===== src/hw/rtl/drr_pkg.sv =====
// drr_pkg: types and constants shared by the direct-to-reverberant ratio block
// no dependencies; imported by the front, back, queue and top level
package drr_pkg;

   localparam int EnergyBits = 64;
   localparam int PosBits    = 20;
   localparam int CountBits  = 21;
   localparam int HalfBits   = 10;
   localparam int FracBits   = 24;
   localparam int IntBits    = 6;
   localparam int LogBits    = IntBits + FracBits;
   localparam int DrrBits    = 16;
   localparam int PeakAtBits = 12;

   // 10*log10(2) in Q30
   localparam logic [31:0] DbPerLog2Q30 = 32'd3232284966;
   localparam logic [HalfBits-1:0] HalfReset = 10'd120;

   // one finished recording handed from the front to the back
   typedef struct packed {
      logic [PosBits-1:0]    peak_pos;
      logic [CountBits-1:0]  count;
      logic [EnergyBits-1:0] total;
      logic [HalfBits-1:0]   half;
      logic                  overflow;
      logic                  silent;
   } job_type;

   typedef enum logic [1:0] {
      F_LOAD,
      F_FLUSH,
      F_PUSH
   } front_state_type;

   typedef enum logic [2:0] {
      B_IDLE,
      B_WALK,
      B_NORM,
      B_FRAC,
      B_MUL,
      B_OUT
   } back_state_type;

endpackage


===== src/hw/rtl/drr_queue.sv =====
// drr_queue: two-entry queue of recording jobs between front and back
// depends on drr_pkg
module drr_queue import drr_pkg::*; (
   input  logic    clock,
   input  logic    reset,
   input  logic    push,
   input  job_type push_job,
   output logic    full,
   input  logic    pop,
   output job_type pop_job,
   output logic    empty
);

   job_type    entries_ff [2];
   logic       wr_ptr_ff, wr_ptr_in;
   logic       rd_ptr_ff, rd_ptr_in;
   logic [1:0] count_ff, count_in;

   always_comb begin
      wr_ptr_in = wr_ptr_ff ^ push;
      rd_ptr_in = rd_ptr_ff ^ pop;
      count_in  = count_ff + 2'(push) - 2'(pop);
   end

   always_ff @(posedge clock) begin
      if (reset) begin
         wr_ptr_ff <= 1'b0;
         rd_ptr_ff <= 1'b0;
         count_ff  <= 2'd0;
      end else begin
         wr_ptr_ff <= wr_ptr_in;
         rd_ptr_ff <= rd_ptr_in;
         count_ff  <= count_in;
      end
   end

   always_ff @(posedge clock) begin
      if (push) begin
         entries_ff[wr_ptr_ff] <= push_job;
      end
   end

   assign pop_job = entries_ff[rd_ptr_ff];
   assign full    = count_ff == 2'd2;
   assign empty   = count_ff == 2'd0;

endmodule


===== config.mk =====
export PLATFORM = sky130hd
export DESIGN_NAME = drr_queue
export DESIGN_NICKNAME = d
export VERILOG_FILES = /design/src/hw/rtl/drr_pkg.sv /design/src/hw/rtl/drr_queue.sv
export SDC_FILE = /design/constraint.sdc
export NUM_CORES = 1
export LEC_CHECK = 0
export BUFFER_PORTS_ARGS = -buffer_cell sky130_fd_sc_hd__buf_2
export CORE_ASPECT_RATIO = 1.5
export CORE_MARGIN = 5
export CORE_UTILIZATION = 36
export DETAILED_ROUTE_END_ITERATION = 10
export PLACE_DENSITY = 0.65
export SETUP_SLACK_MARGIN = 0.3
export SLEW_MARGIN = 10
export SYNTH_ARGS = -nofsm -noshare
export SYNTH_HDL_FRONTEND = slang
export SYNTH_SLANG_ARGS = --single-unit

===== constraint.sdc =====
create_clock -name clock -period 3.3 [get_ports clock]
set_input_delay 0.33 -clock clock [delete_from_list [all_inputs] [get_ports clock]]
set_output_delay 0.33 -clock clock [all_outputs]
set_load 0.02 [all_outputs]

==> results.py <==
metrics = {
    "die": {
        "io_pins": 240,
        "die_w_microns": 137,
        "die-area_sq_um": 27470,
        "core_area_sq_um": 23740,
        "row_count": 69,
        "die_h_microns": 200.5,
        "start_util_pct": 36.69,
    },
    "clock_tree": {
        "htree_levels": 1,
        "clockBufferDepth": 3,
        "clkSlewWorstSetupHoldPaths_ns": 0.06,
        "cts_buffers": 22,
        "clock-root-buffer": "clkbuf_16",
        "cts_tree": "yes",
        "cts_resized": 0,
        "cts_sinks": 238,
        "clk_latency_ns": 0.50,
    },
    "power": {
        "netSwitchingFraction_pct": 23.07,
        "combinationalPowerShare_pct": 13.4,
        "p_total_uw": 6989,
        "powerDensity_nw_per_um2": 599.1,
        "p_clk_share_pct": 35.1,
        "power.leakage_uw": 0.004392,
        "worst_ir_drop_vdd_uv": 347.2,
        "internal_power_uw": 5376,
        "seqPwrFrac_pct": 51.4,
        "p_sw_uw": 1612,
    },
    "sta": {
        "final_max_slew_viol_count": 0,
        "worstMarginPinSlew_ns": 0.7657,
        "rsz0062_at_grt": "no",
        "hold_violations": 0,
        "setup_tns_ns": 0,
        "fin_hold_ws_ns": 0.02197,
        "finClkSkew_ns": 0.006616,
        "setup_viol": 0,
        "fin_crit_ns": 2.624,
        "timing.final.crit_share_pct": 79.52,
        "slew_headroom_pct": 48.95,
        "fmax_ghz": 0.3811,
    },
    "critical_path": {
        "crit_type": "reg -> out",
        "worstPathRequired_ns": 2.97,
        "crit_cells": 3,
        "rr_endpoint": "entries_ff[0][58]$_DFFE_PP_",
        "path_max_fanout": 40,
        "cp-endpoint": "pop_job[67]",
        "r2r_start": "wr_ptr_ff$_SDFF_PP0_",
        "worstSetupEndpointType": "output pin",
        "critPathLaunchType": "flip-flop",
        "worstRegToRegCells": 3,
        "max_stage_delay_ns": 0.73,
        "path_buf_inv": 2,
        "cp.arrival_ns": 2.29,
        "path_cells": "buf_4 -> mux2_2 -> buf_2",
        "ff2ff_setup_slack_ns": 1.42,
        "critPathLaunch": "rd_ptr_ff$_SDFF_PP0_",
        "cp_top_family": "flip-flops",
        "cp_slowest_cell": "dfxtp_4",
    },
    "placement": {
        "place.gp.congestion": 0.7030,
        "hpwlAfterDp_mm": 12.39,
        "port-buffer-count": 239,
    },
    "yosys": {
        "synth_compound_area_share_pct": 0,
        "netlist_area_sq_um": 8710,
        "synth_area_leaders": "edfxtp_1 (81%), mux2_2 (13%), mux2_4 (3.4%)",
        "synth_top_family_by_area": "multiplexers",
        "synth.top_cell.area_share_pct": 80.68,
        "postSynthAreaPerCell_sq_um": 22.74,
        "synthAdderAreaFrac_pct": 0.5746,
        "synth.ff_latch_count": 238,
        "netlist_instances": 383,
        "syn-num-nets": 508,
        "synthDistinctLibCells": 12,
        "synth-xor-area-share_pct": 0.3591,
        "ys_seq_area_share_pct": 81.60,
        "synth.mux.area_fraction_pct": 15.99,
        "synth_warnings": 0,
        "synth_simple_gate_area_share_pct": 0.3160,
        "synth_largest_area_cell": "edfxtp_1",
    },
    "detailed_routing": {
        "drc_errors": 0,
        "first_pass_iters": 6,
        "drt_iter0_drc": 159,
        "wl_mm": 18.38,
        "vias": 4684,
        "via_per_inst": 4.517,
        "wl_per_cell_microns": 17.73,
        "ant_nets": 0,
    },
    "finish": {
        "final_nets": 828,
        "final_common_cell": "buf_2",
        "fill_cells": 1979,
        "layout_common_cells": "buf_2 (239), edfxtp_1 (234), mux2_2 (97)",
        "layout-drive-gt1-share_pct": 55.23,
        "post-route-util_pct": 49.13,
        "syn2layout_area_growth_pct": 33.93,
    },
    "grt": {
        "antenna_found_initial": 4,
        "grt_use_total_pct": 12.77,
        "grt_pass1_wl_mm": 27.21,
        "grt_pass1_vias": 5281,
        "grt_max_degree": 75,
        "grt-ovfl-total": 0,
    },
    "min_path": {
        "min_path_type": "in -> reg",
    },
    "run": {
        "drv_cap": 0,
    },
    "status": {
        "status": "finished clean",
    },
}
[final cells by class]
type | instances | area (sq um) | area share (%)
timing repair buffer | 309 | 1917 | 16.43
multi-input combinational | 129 | 1526 | 13.09
tap | 319 | 399.1 | 3.422
inverter | 3 | 11.26 | 0.09654
clock inverter | 10 | 103.9 | 0.8903
sequential | 238 | 7111 | 60.96
antenna | 1 | 2.502 | 0.02145
clock buffer | 28 | 594.3 | 5.095
[through the flow]
| stage | worst slack (ns) | cell area, sq um | std cells |
|---|---|---|---|
| floorplan | 0.9867 | 8715 | 383 |
| global placement | 1.212 | 10330 | 935 |
| detailed placement | 1.161 | 10330 | 935 |
| CTS | 0.6141 | 11520 | 1022 |
| global route | 0.5513 | 11660 | 1037 |
| finish | 0.6759 | 11660 | 1037 |
[worst min-delay path by stage]
| stage | startpoint | end | slack (ns) | cells past startpoint |
|---|---|---|---|---|
| after floorplan | reset | wr_ptr_ff$_SDFF_PP0_ | 0.40 | 1 |
| after global placement | push_job[10] | entries_ff[0][10]$_DFFE_PP_ | 0.52 | 1 |
| after detailed placement | push_job[75] | entries_ff[1][75]$_DFFE_PP_ | 0.52 | 1 |
| after CTS | push_job[7] | entries_ff[1][7]$_DFFE_PP_ | 0.00004 | 1 |
| after global routing | push_job[50] | entries_ff[1][50]$_DFFE_PP_ | 0.0005 | 1 |
| final | push_job[13] | entries_ff[0][13]$_DFFE_PP_ | 0.02 | 1 |
[power by group through the flow]
stage	Clock (uW)	Sequential [uW]	Combinational (uW)
floorplan	0	3630	579
global placement	0	3650	877
detailed placement	0	3660	894
CTS	2530	3600	946
global route	2660	3610	1000
finish	2460	3590	939
[sequential cells by signal, summed over array words and instances, names as in the netlist]
name	count
count_ff	2
wr_ptr_ff	1
rd_ptr_ff	1
entries_ff	234
[timing repair]
action                    in CTS  in global routing
setup buffers                  0                  0
hold buffers                  49                 14
hold endpoints to repair      93                 23
[cell families (layout without fill, tap and decap cells)]
| family | Yosys count | count (layout) |
|---|---|---|
| xor+xnor | 2 | 2 |
| mux | 117 | 117 |
| buf+inv | 16 | 350 |
| flops | 238 | 238 |
| fa+ha+maj | 4 | 4 |
| other cells | 0 | 1 |
| simple gates | 6 | 6 |
[cell usage after synthesis]
master,instances
buf_2,9
buf_6,4
dfxtp_1,4
edfxtp_1,234
ha_1,4
inv_1,3
mux2_2,97
mux2_4,20
nor2_1,4
nor2b_1,2
xnor2_1,1
xnor3_1,1
[per-layer routing]
layer	share of wire [%]	routed length [microns]	vias up	track usage, %
met5	0.21	38	-	0
met1	33	6061	2315	12.56
met4	3.0	550	6	4.779
li1	-	-	2165	-
met3	8.0	1470	41	4.112
met2	56	10260	157	24.18
No activity file was read; power rests on OpenSTA's default activity.
