$ cat src/hw/rtl/drr_pkg.sv
// drr_pkg: types and constants shared by the direct-to-reverberant ratio block
// no dependencies; imported by the front, back, queue and top level
package drr_pkg;

   localparam int EnergyBits = 64;
   localparam int PosBits    = 20;
   localparam int CountBits  = 21;
   localparam int HalfBits   = 10;
   localparam int FracBits   = 24;
   localparam int IntBits    = 6;
   localparam int LogBits    = IntBits + FracBits;
   localparam int DrrBits    = 16;
   localparam int PeakAtBits = 12;

   // 10*log10(2) in Q30
   localparam logic [31:0] DbPerLog2Q30 = 32'd3232284966;
   localparam logic [HalfBits-1:0] HalfReset = 10'd120;

   // one finished recording handed from the front to the back
   typedef struct packed {
      logic [PosBits-1:0]    peak_pos;
      logic [CountBits-1:0]  count;
      logic [EnergyBits-1:0] total;
      logic [HalfBits-1:0]   half;
      logic                  overflow;
      logic                  silent;
   } job_type;

   typedef enum logic [1:0] {
      F_LOAD,
      F_FLUSH,
      F_PUSH
   } front_state_type;

   typedef enum logic [2:0] {
      B_IDLE,
      B_WALK,
      B_NORM,
      B_FRAC,
      B_MUL,
      B_OUT
   } back_state_type;

endpackage

$ cat src/hw/rtl/drr_front.sv
// drr_front: takes samples, stores them, tracks peak and total energy
// depends on drr_pkg; writes the sample ram and pushes jobs to drr_queue
module drr_front import drr_pkg::*; #(
   parameter int MAX_SAMPLES = 4096,
   parameter int SAMPLE_BITS = 24
) (
   input  logic                           clock,
   input  logic                           reset,
   input  logic                           req_valid,
   output logic                           req_ready,
   input  logic signed [SAMPLE_BITS-1:0]  req_sample,
   input  logic                           req_last,
   input  logic [HalfBits-1:0]            window_half,
   input  logic                           ram_busy,
   output logic                           ram_wr_en,
   output logic [$clog2(MAX_SAMPLES)-1:0] ram_wr_addr,
   output logic [SAMPLE_BITS-1:0]         ram_wr_data,
   output logic                           push,
   output job_type                        push_job,
   input  logic                           queue_full
);

   localparam int AW = $clog2(MAX_SAMPLES);
   localparam int SB = SAMPLE_BITS;

   front_state_type state_ff, state_in;
   logic [AW:0]           count_ff, count_in;
   logic [SB-1:0]         peak_mag_ff, peak_mag_in;
   logic [AW-1:0]         peak_pos_ff, peak_pos_in;
   logic [EnergyBits-1:0] total_ff, total_in;
   logic                  overflow_ff, overflow_in;
   logic                  mag_vld_ff, sq_vld_ff;
   logic [SB-1:0]         mag_ff;
   logic [2*SB-1:0]       sq_ff;

   logic                  accept, has_room, store;
   logic [SB-1:0]         mag;
   logic [EnergyBits:0]   sum;

   // next state
   always_comb begin
      state_in = state_ff;
      case (state_ff)
         F_LOAD: begin
            if (accept && req_last) state_in = F_FLUSH;
         end
         F_FLUSH: begin
            if (!mag_vld_ff && !sq_vld_ff) state_in = F_PUSH;
         end
         F_PUSH: begin
            if (!queue_full) state_in = F_LOAD;
         end
         default: state_in = F_LOAD;
      endcase
   end

   // outputs
   always_comb begin
      req_ready = 1'b0;
      push      = 1'b0;
      case (state_ff)
         F_LOAD:  req_ready = !ram_busy;
         F_FLUSH: req_ready = 1'b0;
         F_PUSH:  push = !queue_full;
         default: req_ready = 1'b0;
      endcase
   end

   always_comb begin
      accept   = req_valid && req_ready;
      has_room = count_ff != (AW+1)'(MAX_SAMPLES);
      store    = accept && has_room;
      mag      = req_sample[SB-1] ? (~req_sample + 1'b1) : req_sample;
      sum      = {1'b0, total_ff} + (EnergyBits+1)'(sq_ff & {(2*SB){sq_vld_ff}});
      total_in    = sum[EnergyBits] ? '1 : sum[EnergyBits-1:0];
      count_in    = count_ff + (AW+1)'(store);
      overflow_in = overflow_ff | (accept && !has_room);
      peak_mag_in = peak_mag_ff;
      peak_pos_in = peak_pos_ff;
      if (store && mag > peak_mag_ff) begin
         peak_mag_in = mag;
         peak_pos_in = count_ff[AW-1:0];
      end
      if (push) begin
         count_in    = '0;
         total_in    = '0;
         overflow_in = 1'b0;
         peak_mag_in = '0;
         peak_pos_in = '0;
      end
   end

   always_ff @(posedge clock) begin
      if (reset) begin
         state_ff    <= F_LOAD;
         count_ff    <= '0;
         peak_mag_ff <= '0;
         peak_pos_ff <= '0;
         total_ff    <= '0;
         overflow_ff <= 1'b0;
         mag_vld_ff  <= 1'b0;
         sq_vld_ff   <= 1'b0;
      end else begin
         state_ff    <= state_in;
         count_ff    <= count_in;
         peak_mag_ff <= peak_mag_in;
         peak_pos_ff <= peak_pos_in;
         total_ff    <= total_in;
         overflow_ff <= overflow_in;
         mag_vld_ff  <= store;
         sq_vld_ff   <= mag_vld_ff;
      end
   end

   // square is registered before it is accumulated
   always_ff @(posedge clock) begin
      mag_ff <= mag;
      sq_ff  <= (2*SB)'(mag_ff) * (2*SB)'(mag_ff);
   end

   assign ram_wr_en   = store;
   assign ram_wr_addr = count_ff[AW-1:0];
   assign ram_wr_data = req_sample;

   always_comb begin
      push_job.peak_pos = PosBits'(peak_pos_ff);
      push_job.count    = CountBits'(count_ff);
      push_job.total    = total_ff;
      push_job.half     = (window_half == '0) ? HalfBits'(1) : window_half;
      push_job.overflow = overflow_ff;
      push_job.silent   = peak_mag_ff == '0;
   end

endmodule

$ cat config.mk
export PLATFORM = sky130hd
export DESIGN_NAME = drr_front
export DESIGN_NICKNAME = d
export VERILOG_FILES = /design/src/hw/rtl/drr_pkg.sv /design/src/hw/rtl/drr_front.sv
export SDC_FILE = /design/constraint.sdc
export NUM_CORES = 2
export LEC_CHECK = 0
export BUFFER_PORTS_ARGS = -buffer_cell sky130_fd_sc_hd__buf_4
export CORE_UTILIZATION = 46
export DETAILED_ROUTE_END_ITERATION = 10
export PLACE_DENSITY = 0.65
export SYNTH_ARGS = -nofsm -noshare
export SYNTH_HDL_FRONTEND = slang
export SYNTH_SLANG_ARGS = --single-unit
$ cat constraint.sdc
create_clock -name clock -period 8 [get_ports clock]
set_input_delay 0.8 -clock clock [delete_from_list [all_inputs] [get_ports clock]]
set_output_delay 0.8 -clock clock [all_outputs]
set_load 0.005 [all_outputs]
==> load_flow_metrics.sql <==
INSERT INTO impl_metrics (metric_group, metric, value, unit) VALUES
('status', 'outcome', 'complete, no violations', ''),
('route', 'number_of_search_and_repair_iterations_in_the_first_detailed_routing_pass', '7', ''),
('worst_setup_path', 'critical_path.endpoint_type', 'register', ''),
('timing', 'slew_violations', '0', ''),
('timing', 'final_min_period_over_clock_period', '94.5', '%'),
('floorplanning', 'initial_utilization', '47.0', '%'),
('yosys', 'syn-mean-instance-area', '8.84', 'um^2'),
('final_layout', 'multi_input_area', '0.0196', 'mm^2'),
('timing', 'rsz0062_at_grt', 'no', ''),
('final_layout', 'num-fill-cells', '5350', ''),
('timing', 'finalHoldViolations', '0', ''),
('place', 'gpl.final_weighted_congestion', '0.937', ''),
('worst_setup_path', 'worstSetupPathType', 'register to register', ''),
('yosys', 'ys.flop_type', 'sky130_fd_sc_hd__dfxtp_1', ''),
('worst_setup_path', 'worstSetupEndpoint', 'sq_ff[33]', ''),
('place', 'place.detailed.hpwl', '58.0', 'mm'),
('clocking', 'holdBufCountCts', '0', ''),
('timing', 'finalSetupViolations', '0', ''),
('yosys', 'netlist_cell_types', '77', ''),
('route', 'drt-initial-drc-count', '1344', ''),
('timing', 'worstMarginPinSlew', '1.29', 'ns'),
('clocking', 'clk_latency', '0.46', 'ns'),
('final_layout', 'area_growth_from_synthesis_to_layout', '8.91', '%'),
('floorplanning', 'die_width', '243', 'um'),
('yosys', 'synth_edf_count', '0', ''),
('final_layout', 'post_route_cells_drive_above_1_share', '8.69', '%'),
('yosys', 'yosys_warnings', '0', ''),
('worst_setup_path', 'worstSetupStartpoint', 'mag_ff[10]', ''),
('clocking', 'worst_path_clk_slew', '0.08', 'ns'),
('place', 'portBuffers', '179', ''),
('timing', 'final.hold.worst_slack', '0.484', 'ns'),
('floorplanning', 'fp-row-count', '87', ''),
('worst_setup_path', 'regToRegSetupSlack', '0.44', 'ns'),
('worst_setup_path', 'worstRegToRegCells', '24', ''),
('yosys', 'ys_ff_latch', '189', ''),
('yosys', 'synth_async_sr_flop_share', '0', '%'),
('floorplanning', 'boundaryPins', '196', ''),
('final_layout', 'diodes', '0', ''),
('flow_run', 'drv.max_cap_violation_count', '0', ''),
('clocking', 'ctsHtreeMaxLevel', '4', ''),
('global_routing', 'pin_count_of_the_biggest_net_entering_global_routing', '87', ''),
('route', 'route.detailed.wl_per_inst', '17.8', 'um'),
('yosys', 'yosysTopAreaCell', 'sky130_fd_sc_hd__fa_1', ''),
('global_routing', 'grt_overflow', '0', ''),
('yosys', 'yosysSeqAreaShare', '14.2', '%'),
('clocking', 'cts_resized', '0', ''),
('global_routing', 'grt_util_all_layers', '23.7', '%'),
('route', 'drt-total-wl', '68.8', 'mm'),
('worst_setup_path', 'worstSetupStartpointType', 'register', ''),
('yosys', 'netlist.area_leader.share', '31.9', '%'),
('route', 'antenna_left', '0', ''),
('place', 'dpl.cell_count', '3831', ''),
('yosys', 'yosys-top-cells-area', 'sky130_fd_sc_hd__fa_1, sky130_fd_sc_hd__dfxtp_1, sky130_fd_sc_hd__ha_1', ''),
('floorplanning', 'fp.coreArea', '0.0568', 'mm^2'),
('worst_setup_path', 'critical_path_peak_fanout', '15', ''),
('route', 'via_count', '20200', ''),
('timing', 'clock-skew-final', '0.0102', 'ns'),
('worst_setup_path', 'critical_path.reg2reg.endpoint', 'sq_ff[33]', ''),
('final_layout', 'layout.area.seq', '0.00378', 'mm^2'),
('clocking', 'cts_made_buffers', '17', ''),
('floorplanning', 'die_area', '0.0590', 'mm^2'),
('yosys', 'netlist_area', '0.0267', 'mm^2'),
('clocking', 'cts_buffer_depth', '2', ''),
('timing', 'slew_headroom', '14.3', '%'),
('clocking', 'cts_setup_buffers', '0', ''),
('timing', 'period_needed', '7.56', 'ns'),
('final_layout', 'fin_nets', '3812', ''),
('route', 'remaining_drc_errors', '0', ''),
('min_path', 'timing.hold.worst.class', 'register to register', ''),
('final_layout', 'layout.core_utilization', '51.2', '%'),
('worst_setup_path', 'reg2reg_from', 'mag_ff[10]', '');
==> state kept, by name (all words and copies together) (netlist names) <==
name         count
peak_pos_ff     12
state_ff         2
sq_vld_ff        1
mag_vld_ff       1
peak_mag_ff     24
count_ff        13
total_ff        64
mag_ff          24
overflow_ff      1
sq_ff           47
==> worst max-delay path, stage by stage (launching register included) <==
cell and delay [ns]:
sky130_fd_sc_hd__dfxtp_1 0.73, sky130_fd_sc_hd__buf_4 0.38, sky130_fd_sc_hd__nand2_1 0.14, sky130_fd_sc_hd__inv_1 0.13, sky130_fd_sc_hd__fa_1 0.45, sky130_fd_sc_hd__ha_1 0.32, sky130_fd_sc_hd__a21oi_1 0.20, sky130_fd_sc_hd__fa_1 0.48
sky130_fd_sc_hd__fa_1 0.51, sky130_fd_sc_hd__inv_1 0.05, sky130_fd_sc_hd__fa_1 0.50, sky130_fd_sc_hd__fa_1 0.50, sky130_fd_sc_hd__inv_1 0.05, sky130_fd_sc_hd__fa_1 0.47, sky130_fd_sc_hd__inv_1 0.04, sky130_fd_sc_hd__ha_1 0.38
sky130_fd_sc_hd__a21oi_1 0.26, sky130_fd_sc_hd__o211ai_1 0.16, sky130_fd_sc_hd__a221oi_1 0.41, sky130_fd_sc_hd__o31a_1 0.28, sky130_fd_sc_hd__o31ai_1 0.13, sky130_fd_sc_hd__a221o_1 0.32, sky130_fd_sc_hd__a21oi_1 0.23, sky130_fd_sc_hd__o21ai_0 0.15
sky130_fd_sc_hd__xor2_1 0.16
==> layer usage <==
metal | GRT usage (%) | part of all wire [%]
met5 | 0 | 0
met4 | 5.57 | 2.2
met3 | 3.27 | 4.1
met2 | 41.2 | 50
met1 | 31.0 | 44
==> logic make-up (layout without fill, tap and decap cells) <==
kind of cell | after synthesis | after routing | share of synthesized area (%)
buffers and inverters | 847 | 919 | 12.7
and+or+nand+nor | 705 | 705 | 13.3
adders and majority gates | 678 | 678 | 43.7
AOI/OAI and AO/OA | 428 | 428 | 10.3
DFF | 189 | 189 | 14.2
xor gates and xnor gates | 133 | 133 | 4.36
muxes | 39 | 39 | 1.47
other | 1 | 16 | 0.0140
==> cells in the mapped netlist (all sizes together) (57+ instances only) <==
library cell	n
a21o	72
a21oi	165
and2	174
buf	61
clkbuf	111
dfxtp	189
fa	425
ha	253
inv	675
nand2	223
nor2	121
o21ai	57
xnor2	86
==> through the flow <==
stage                     worst slack [ns]  cell area (um^2)
after floorplan                      0.785             26800
after global placement               0.552             28500
after detailed placement             0.534             28500
after CTS                            0.513             29100
after global routing                0.0852             29100
final                                0.443             29100
==> cells in the final DEF (no fill, tap or decap), types with 19 or more instances in the layout <==
cell type,Yosys,routed
sky130_fd_sc_hd__inv_1,675,675
sky130_fd_sc_hd__fa_1,425,425
sky130_fd_sc_hd__ha_1,253,253
sky130_fd_sc_hd__nand2_1,223,223
sky130_fd_sc_hd__buf_4,54,211
sky130_fd_sc_hd__dfxtp_1,189,189
sky130_fd_sc_hd__and2_1,174,174
sky130_fd_sc_hd__a21oi_1,165,165
sky130_fd_sc_hd__nor2_1,121,121
sky130_fd_sc_hd__xnor2_1,86,86
sky130_fd_sc_hd__a21o_1,72,72
sky130_fd_sc_hd__o21ai_0,56,56
sky130_fd_sc_hd__xor2_1,47,47
sky130_fd_sc_hd__nand3_1,40,40
sky130_fd_sc_hd__mux2i_1,38,38
sky130_fd_sc_hd__nand4_1,32,32
sky130_fd_sc_hd__nor3_1,22,22
sky130_fd_sc_hd__o21bai_1,21,21
sky130_fd_sc_hd__and3_1,19,19
==> how the worst min path moves through the flow <==
| stage | to | slack [ns] | depth (start not counted) |
|---|---|---|---|
| 6_report | sq_vld_ff | 0.48 | 1 |
| 5_1_grt | sq_vld_ff | 0.51 | 1 |
| 4_1_cts | overflow_ff | 0.49 | 2 |
| 3_5_place_dp | overflow_ff | 0.47 | 2 |
| 3_3_place_gp | overflow_ff | 0.46 | 2 |
| 2_1_floorplan | sq_ff[0] | 0.38 | 0 |
==> cell type report <==
class	instances	share of cell area (%)
Clock inverter	15	0.581
Timing Repair Buffer	212	5.52
Sequential cell	189	13.0
Clock buffer	17	1.46
Multi-Input combinational cell	1999	67.5
Inverter	675	8.71
Tap cell	756	3.25
Power is left out: the tool's default activity adds up to more than one toggle a clock period on the data nets, which glitch-free logic cannot reach.
