`src/hw/rtl/drr_pkg.sv`:
```
// drr_pkg: types and constants shared by the direct-to-reverberant ratio block
// no dependencies; imported by the front, back, queue and top level
package drr_pkg;

   localparam int EnergyBits = 64;
   localparam int PosBits    = 20;
   localparam int CountBits  = 21;
   localparam int HalfBits   = 10;
   localparam int FracBits   = 24;
   localparam int IntBits    = 6;
   localparam int LogBits    = IntBits + FracBits;
   localparam int DrrBits    = 16;
   localparam int PeakAtBits = 12;

   // 10*log10(2) in Q30
   localparam logic [31:0] DbPerLog2Q30 = 32'd3232284966;
   localparam logic [HalfBits-1:0] HalfReset = 10'd120;

   // one finished recording handed from the front to the back
   typedef struct packed {
      logic [PosBits-1:0]    peak_pos;
      logic [CountBits-1:0]  count;
      logic [EnergyBits-1:0] total;
      logic [HalfBits-1:0]   half;
      logic                  overflow;
      logic                  silent;
   } job_type;

   typedef enum logic [1:0] {
      F_LOAD,
      F_FLUSH,
      F_PUSH
   } front_state_type;

   typedef enum logic [2:0] {
      B_IDLE,
      B_WALK,
      B_NORM,
      B_FRAC,
      B_MUL,
      B_OUT
   } back_state_type;

endpackage

```
`src/hw/rtl/drr_back.sv`:
```
// drr_back: sums direct window energy, takes both log2 values and the dB ratio
// depends on drr_pkg; reads the sample ram and pops jobs from drr_queue
module drr_back import drr_pkg::*; #(
   parameter int MAX_SAMPLES = 4096,
   parameter int SAMPLE_BITS = 24
) (
   input  logic                           clock,
   input  logic                           reset,
   output logic                           pop,
   input  job_type                        pop_job,
   input  logic                           queue_empty,
   output logic [$clog2(MAX_SAMPLES)-1:0] ram_rd_addr,
   input  logic [SAMPLE_BITS-1:0]         ram_rd_data,
   output logic                           ram_busy,
   output logic                           rsp_valid,
   input  logic                           rsp_ready,
   output logic signed [DrrBits-1:0]      rsp_drr_q8,
   output logic                           rsp_silent,
   output logic                           rsp_truncated,
   output logic [PeakAtBits-1:0]          rsp_peak_at
);

   localparam int AW = $clog2(MAX_SAMPLES);
   localparam int SB = SAMPLE_BITS;
   localparam int WB = CountBits + 1;

   back_state_type state_ff, state_in;
   job_type               job_ff;
   logic [AW:0]           addr_ff, hi_ff;
   logic                  rd_vld_ff, sq_vld_ff;
   logic [2*SB-1:0]       sq_ff;
   logic [EnergyBits-1:0] direct_ff, direct_in;
   logic [EnergyBits-1:0] x_ff;
   logic [IntBits-1:0]    p_ff;
   logic [31:0]           m_ff;
   logic [FracBits-1:0]   frac_ff;
   logic [4:0]            step_ff;
   logic                  phase_ff;
   logic [LogBits-1:0]    ld_ff, dmag_ff;
   logic                  neg_ff;
   logic [61:0]           prod_ff;
   logic                  rsp_valid_ff, rsp_silent_ff, rsp_trunc_ff;
   logic [DrrBits-1:0]    rsp_drr_ff;
   logic [PeakAtBits-1:0] rsp_peak_ff;

   logic                  issue, walk_done, frac_done, out_free, out_load;
   logic [WB-1:0]         pos_w, half_w, lo_w, hi_w, cnt_w;
   logic [SB-1:0]         rd_mag;
   logic [EnergyBits:0]   dsum;
   logic [EnergyBits-1:0] reverb, direct_nz;
   logic [63:0]           msq;
   logic [32:0]           mt;
   logic [FracBits-1:0]   frac_new;
   logic [LogBits-1:0]    lr;
   logic [61:0]           rnd;
   logic [16:0]           q;
   logic [DrrBits-1:0]    drr;

   // direct window clipped to the recording
   always_comb begin
      pos_w  = WB'(pop_job.peak_pos);
      half_w = WB'(pop_job.half);
      cnt_w  = WB'(pop_job.count);
      lo_w   = (pos_w > half_w) ? pos_w - half_w : '0;
      hi_w   = pos_w + half_w + WB'(1);
      if (hi_w > cnt_w) hi_w = cnt_w;
   end

   always_comb begin
      issue     = (state_ff == B_WALK) && (addr_ff < hi_ff);
      walk_done = (state_ff == B_WALK) && !issue && !rd_vld_ff && !sq_vld_ff;
      frac_done = step_ff == 5'(FracBits - 1);
      out_free  = !rsp_valid_ff || rsp_ready;
      rd_mag    = ram_rd_data[SB-1] ? (~ram_rd_data + 1'b1) : ram_rd_data;
      dsum      = {1'b0, direct_ff} + (EnergyBits+1)'(sq_ff & {(2*SB){sq_vld_ff}});
      direct_in = dsum[EnergyBits] ? '1 : dsum[EnergyBits-1:0];
      direct_nz = (direct_ff == '0) ? EnergyBits'(1) : direct_ff;
      reverb    = job_ff.total - direct_ff;
      if (reverb == '0) reverb = EnergyBits'(1);
      msq       = 64'(m_ff) * 64'(m_ff);
      mt        = msq[63:31];
      frac_new  = {frac_ff[FracBits-2:0], mt[32]};
      lr        = {p_ff, frac_new};
      rnd       = prod_ff + (62'(1) << 45);
      q         = rnd[61:45] >> 1;
      if (neg_ff) begin
         drr = (q > 17'd32768) ? 16'h8000 : 16'(-q);
      end else begin
         drr = (q > 17'd32767) ? 16'h7fff : q[15:0];
      end
   end

   // next state
   always_comb begin
      state_in = state_ff;
      case (state_ff)
         B_IDLE: begin
            if (!queue_empty) state_in = pop_job.silent ? B_OUT : B_WALK;
         end
         B_WALK: begin
            if (walk_done) state_in = B_NORM;
         end
         B_NORM: begin
            if (x_ff[EnergyBits-1]) state_in = B_FRAC;
         end
         B_FRAC: begin
            if (frac_done) state_in = phase_ff ? B_MUL : B_NORM;
         end
         B_MUL:   state_in = B_OUT;
         B_OUT: begin
            if (out_free) state_in = B_IDLE;
         end
         default: state_in = B_IDLE;
      endcase
   end

   // outputs
   always_comb begin
      pop      = 1'b0;
      out_load = 1'b0;
      ram_busy = 1'b0;
      case (state_ff)
         B_IDLE:  pop = !queue_empty;
         B_WALK:  ram_busy = 1'b1;
         B_OUT:   out_load = out_free;
         default: pop = 1'b0;
      endcase
   end

   always_ff @(posedge clock) begin
      if (reset) begin
         state_ff     <= B_IDLE;
         rd_vld_ff    <= 1'b0;
         sq_vld_ff    <= 1'b0;
         rsp_valid_ff <= 1'b0;
      end else begin
         state_ff  <= state_in;
         rd_vld_ff <= issue;
         sq_vld_ff <= rd_vld_ff;
         if (out_load) begin
            rsp_valid_ff <= 1'b1;
         end else if (rsp_ready) begin
            rsp_valid_ff <= 1'b0;
         end
      end
   end

   always_ff @(posedge clock) begin
      sq_ff <= (2*SB)'(rd_mag) * (2*SB)'(rd_mag);
      case (state_ff)
         B_IDLE: begin
            job_ff    <= pop_job;
            addr_ff   <= (AW+1)'(lo_w);
            hi_ff     <= (AW+1)'(hi_w);
            direct_ff <= '0;
            phase_ff  <= 1'b0;
         end
         B_WALK: begin
            direct_ff <= direct_in;
            if (issue) addr_ff <= addr_ff + 1'b1;
            x_ff <= direct_nz;
            p_ff <= '1;
         end
         B_NORM: begin
            // leading one search, one bit a cycle
            if (x_ff[EnergyBits-1]) begin
               m_ff    <= x_ff[EnergyBits-1 -: 32];
               frac_ff <= '0;
               step_ff <= '0;
            end else begin
               x_ff <= x_ff << 1;
               p_ff <= p_ff - 1'b1;
            end
         end
         B_FRAC: begin
            frac_ff <= frac_new;
            step_ff <= step_ff + 1'b1;
            m_ff    <= mt[32] ? mt[32:1] : mt[31:0];
            if (frac_done) begin
               ld_ff    <= lr;
               phase_ff <= 1'b1;
               x_ff     <= reverb;
               p_ff     <= '1;
               neg_ff   <= lr > ld_ff;
               dmag_ff  <= (lr > ld_ff) ? lr - ld_ff : ld_ff - lr;
            end
         end
         B_MUL: begin
            prod_ff <= 62'(dmag_ff) * 62'(DbPerLog2Q30);
         end
         B_OUT: begin
            if (out_load) begin
               rsp_drr_ff    <= job_ff.silent ? '0 : drr;
               rsp_silent_ff <= job_ff.silent;
               rsp_trunc_ff  <= job_ff.overflow;
               rsp_peak_ff   <= job_ff.silent ? '0 : PeakAtBits'(job_ff.peak_pos);
            end
         end
         default: ;
      endcase
   end

   assign ram_rd_addr   = addr_ff[AW-1:0];
   assign rsp_valid     = rsp_valid_ff;
   assign rsp_drr_q8    = rsp_drr_ff;
   assign rsp_silent    = rsp_silent_ff;
   assign rsp_truncated = rsp_trunc_ff;
   assign rsp_peak_at   = rsp_peak_ff;

endmodule

```
`config.mk`:
```
export PLATFORM = sky130hd
export DESIGN_NAME = drr_back
export DESIGN_NICKNAME = d
export VERILOG_FILES = /design/src/hw/rtl/drr_pkg.sv /design/src/hw/rtl/drr_back.sv
export SDC_FILE = /design/constraint.sdc
export NUM_CORES = 2
export LEC_CHECK = 0
export BUFFER_PORTS_ARGS = -buffer_cell sky130_fd_sc_hd__buf_2
export CORE_UTILIZATION = 60
export CTS_CLUSTER_SIZE = 40
export DETAILED_ROUTE_END_ITERATION = 7
export PLACE_DENSITY = 0.76
export SYNTH_ARGS = -nofsm -noshare
export SYNTH_HDL_FRONTEND = slang
export SYNTH_SLANG_ARGS = --single-unit
```
`constraint.sdc`:
```
create_clock -name clock -period 9.79 [get_ports clock]
set_input_delay 0.979 -clock clock [delete_from_list [all_inputs] [get_ports clock]]
set_output_delay 0.979 -clock clock [all_outputs]
set_load 0.03 [all_outputs]
```
==> qor.csv <==
stage,metric,value,unit
route,vias per inst,5.70,
logic_synthesis,flop and latch count out of synthesis,460,
setup_path,flop-to-flop setup slack,-0.17,ns
route,First-pass DRT Iterations,8,
clocking,CTS tree,yes,
setup_path,worst r2r dst,dmag_ff[16]$_DFFE_PP_,
setup_path,Register-to-Register Path Depth,36,
worst_hold_path,Hold Crit Start,job_ff[1]$_DFFE_PP_,
setup_path,Crit Path Category,reg2reg,
logic_synthesis,"top cells by area, synth","fa_1 (33%), ha_1 (16%), edfxtp_1 (14%), inv_1 (9.3%), nand2_1 (2.8%)",
worst_hold_path,worst hold endpoint,rsp_truncated$_DFFE_PP_,
sta,setup ws final,-0.173,ns
logic_synthesis,warnings from Yosys,0,
die,Cell Rows,138,
run_status,failing checks,setup timing,
cells_and_area,layout cells sized above 1,10.7,%
grt,Overall Global Routing Usage,33.6,%
die,IO Count,190,
sta,final-report max-slew violation count,0,
worst_hold_path,hold depth,0,
logic_synthesis,Yosys cell types,113,
route,DRT Wirelength,239000,µm
setup_path,Crit Reg-Reg Startpoint,m_ff[10]$_DFFE_PP_,
setup_path,CP max FO,6,
flow_run,Max-Cap Viols,0,
route,DR vias,65400,
sta,Final Setup Violations,29,
logic_synthesis,Synth Instances,9029,
sta,Worst Max-Slew Pin Slew,1.23,ns
logic_synthesis,share of the synthesized area in the top cell type,33.4,%
logic_synthesis,post-synthesis async set-or-reset flop share,0,%
logic_synthesis,Post-synth EDFFs,407,
sta,Fmax,0.100,GHz
die,core footprint,0.142,mm²
logic_synthesis,leading area contributor after synthesis,fa_1,
grt,initial antenna violation count,14,
logic_synthesis,Mapped Area,0.0858,mm²
clocking,root buf cell,clkbuf_16,
setup_path,CP arrival,10.32,ns
die,Die Ht,380,µm
clocking,CTS Buf Count,53,
die,Starting Density,60.5,%
cells_and_area,layout overhead on the synthesized area,10.5,%
sta,RSZ-0062 raised after global routing,true,
placed_design,routability cong.,0.993,
route,DRC viols,0,
logic_synthesis,sequential share of the synthesized area,15.5,%
clocking,Max clock buf depth,3,
logic_synthesis,ys flop type,edfxtp_1,
cells_and_area,fill count,11200,
setup_path,crit path launch,m_ff[10]$_DFFE_PP_,
setup_path,CP max stage delay,0.58,ns
setup_path,Critical Path Most Common Cell,fa_1,
sta,minimum clock period,9.96,ns
placed_design,Final HPWL DP,200000,µm
grt,vias in the first global route,70000,
setup_path,CP required,10.14,ns
cells_and_area,fin nets,12200,
grt,pin count of the biggest net entering global routing,71,
clocking,hold_buf cts,0,
setup_path,Crit. End Element,flip-flop,
die,Die ar.,0.145,mm²
die,chip width,380,µm
grt,grt ovf,0,
clocking,H-tree depth,2,
cells_and_area,Multi-input gate area,0.0639,mm²
sta,period utilization,102,%
worst_hold_path,HP Class,reg2reg,
cells_and_area,post-layout util,66.9,%
setup_path,"Slowest-stage cell, CP",fa_1,
grt,first-pass GRT wire length,381000,µm
sta,Slew headroom,17.4,%
clocking,clk_lat worst skew,0.67,ns
route,wire per inst,20.8,µm
route,DRT iter0 DRCs,4795,
sta,clock skew,0.0569,ns
setup_path,Startpoint Class,flip-flop,
logic_synthesis,mean post-synth cell area,9.51,µm²
route,Antenna Nets Post-Route,0,
sta,"Hold Vio Cnt, Final",0,
cells_and_area,Sequential Area,0.0133,mm²
placed_design,PortBufs,189,
run_status,status,"finished, violations left",
clocking,Sink Count,460,
clocking,"Reg clk slew, reported paths",0.06,ns
area by class of cell:
| type | instances | share of cell area, % |
|---|---|---|
| inverter | 2138 | 8.47 |
| antenna | 12 | 0.0317 |
| clock buffer | 73 | 1.58 |
| sequential | 460 | 14.0 |
| multi-input combinational | 6143 | 67.4 |
| timing repair buffer | 727 | 5.79 |
| tap | 1890 | 2.49 |
| clock inverter | 23 | 0.238 |
Yosys cell counts, types with 53 or more instances:
cell type / count
xor2_1: 142
a21oi_1: 436
edfxtp_1: 407
nor3_1: 72
dfxtp_1: 53
and2_1: 255
a22oi_1: 55
nand3_1: 108
nor2b_1: 61
ha_1: 1066
clkbuf_1: 260
o21ai_0: 236
a21o_1: 177
nand2_1: 642
xnor2_1: 203
fa_1: 1434
o21bai_1: 63
inv_1: 2131
nand4_1: 71
nor2_1: 472
worst max path at each step:
| stage | to | slack [ns] | cells past startpoint |
|---|---|---|---|
| 4_1_cts | dmag_ff[16]$_DFFE_PP_ | -0.08 | 38 |
| 3_5_place_dp | dmag_ff[21]$_DFFE_PP_ | -0.38 | 37 |
| 6_report | dmag_ff[16]$_DFFE_PP_ | -0.17 | 36 |
| 5_1_grt | dmag_ff[23]$_DFFE_PP_ | -0.42 | 39 |
| 2_1_floorplan | dmag_ff[16]$_DFFE_PP_ | 0.01 | 39 |
| 3_3_place_gp | dmag_ff[9]$_DFFE_PP_ | -0.18 | 37 |
metal layers:
layer	part of all wire [%]	global-route usage [%]	wire length, µm	up-vias
met4	5.1	14.6	12100	4
met5	0.010	0	24	-
met2	49	57.2	117000	2513
met3	6.6	4.11	15700	603
met1	39	43.4	93900	32600
li1	-	-	-	29700
stage by stage:
stage / hold slack, ns / instance area [µm²] / cells / setup TNS, ns / setup WS [ns]
CTS: 0.417 / 94400 / 11400 / -0.874 / -0.0806
floorplan: 0.400 / 85900 / 9045 / 0 / 0.0122
detailed placement: 0.405 / 92000 / 11300 / -10.11 / -0.381
global placement: 0.402 / 92000 / 11300 / -2.66 / -0.182
global route: 0.441 / 94800 / 11500 / -10.97 / -0.422
finish: 0.418 / 94800 / 11500 / -3.47 / -0.173
cells by family (layout without fill, tap and decap cells):
| family | Yosys count | after routing | share of synthesized area, % |
|---|---|---|---|
| buffers and inverters | 2442 | 2961 | 10.8 |
| other | 2 | 30 | 0.00875 |
| adder cells (fa/ha/maj) | 2500 | 2500 | 49.0 |
| AND/OR/NAND/NOR | 1907 | 1907 | 10.6 |
| XOR/XNOR | 346 | 346 | 3.54 |
| AO/OA/AOI/OAI | 1310 | 1310 | 9.81 |
| flip-flops | 460 | 460 | 15.5 |
| multiplexers | 62 | 62 | 0.761 |
placed cells by master, fill, tap and decap left out, types with 71 or more instances in the layout:
| cell type | Yosys | layout |
|---|---|---|
| fa_1 | 1434 | 1408 |
| buf_4 | 15 | 481 |
| buf_2 | 14 | 189 |
| inv_1 | 2131 | 2121 |
| and2_1 | 255 | 249 |
| xor2_1 | 142 | 140 |
| nand3_1 | 108 | 108 |
| xnor2_1 | 203 | 202 |
| ha_1 | 1066 | 1053 |
| a21oi_1 | 436 | 424 |
| nand2_1 | 642 | 634 |
| edfxtp_1 | 407 | 407 |
| a21o_1 | 177 | 177 |
| nand4_1 | 71 | 71 |
| o21ai_0 | 236 | 225 |
| nor2_1 | 472 | 458 |
sequential cells by signal, summed over array words and instances, names as in the netlist, 16 cells and up:
register,flops
rsp_drr_q8,16
x_ff,64
frac_ff,23
dmag_ff,30
job_ff,78
m_ff,32
sq_ff,47
prod_ff,17
ld_ff,30
direct_ff,64
worst max-delay path, delay by kind of cell (launching register included):
kind            cells  cell delay, ns
fa+ha+maj          10            4.78
compound gates      9            1.83
simple gates        6            1.41
buf+inv             9            0.85
flops               1            0.40
mux                 1            0.22
xor+xnor            1            0.14
timing repair:
action	4_1_cts	5_1_grt
endpoints found under the hold margin	0	0
setup endpoints to repair	29	33
cloned	1	2
pin swaps	39	39
buffers inserted	29	13
gates resized for setup	103	63
Power is not shown: default switching activity piles up to over one toggle a cycle in this logic, so the estimate is an artifact.
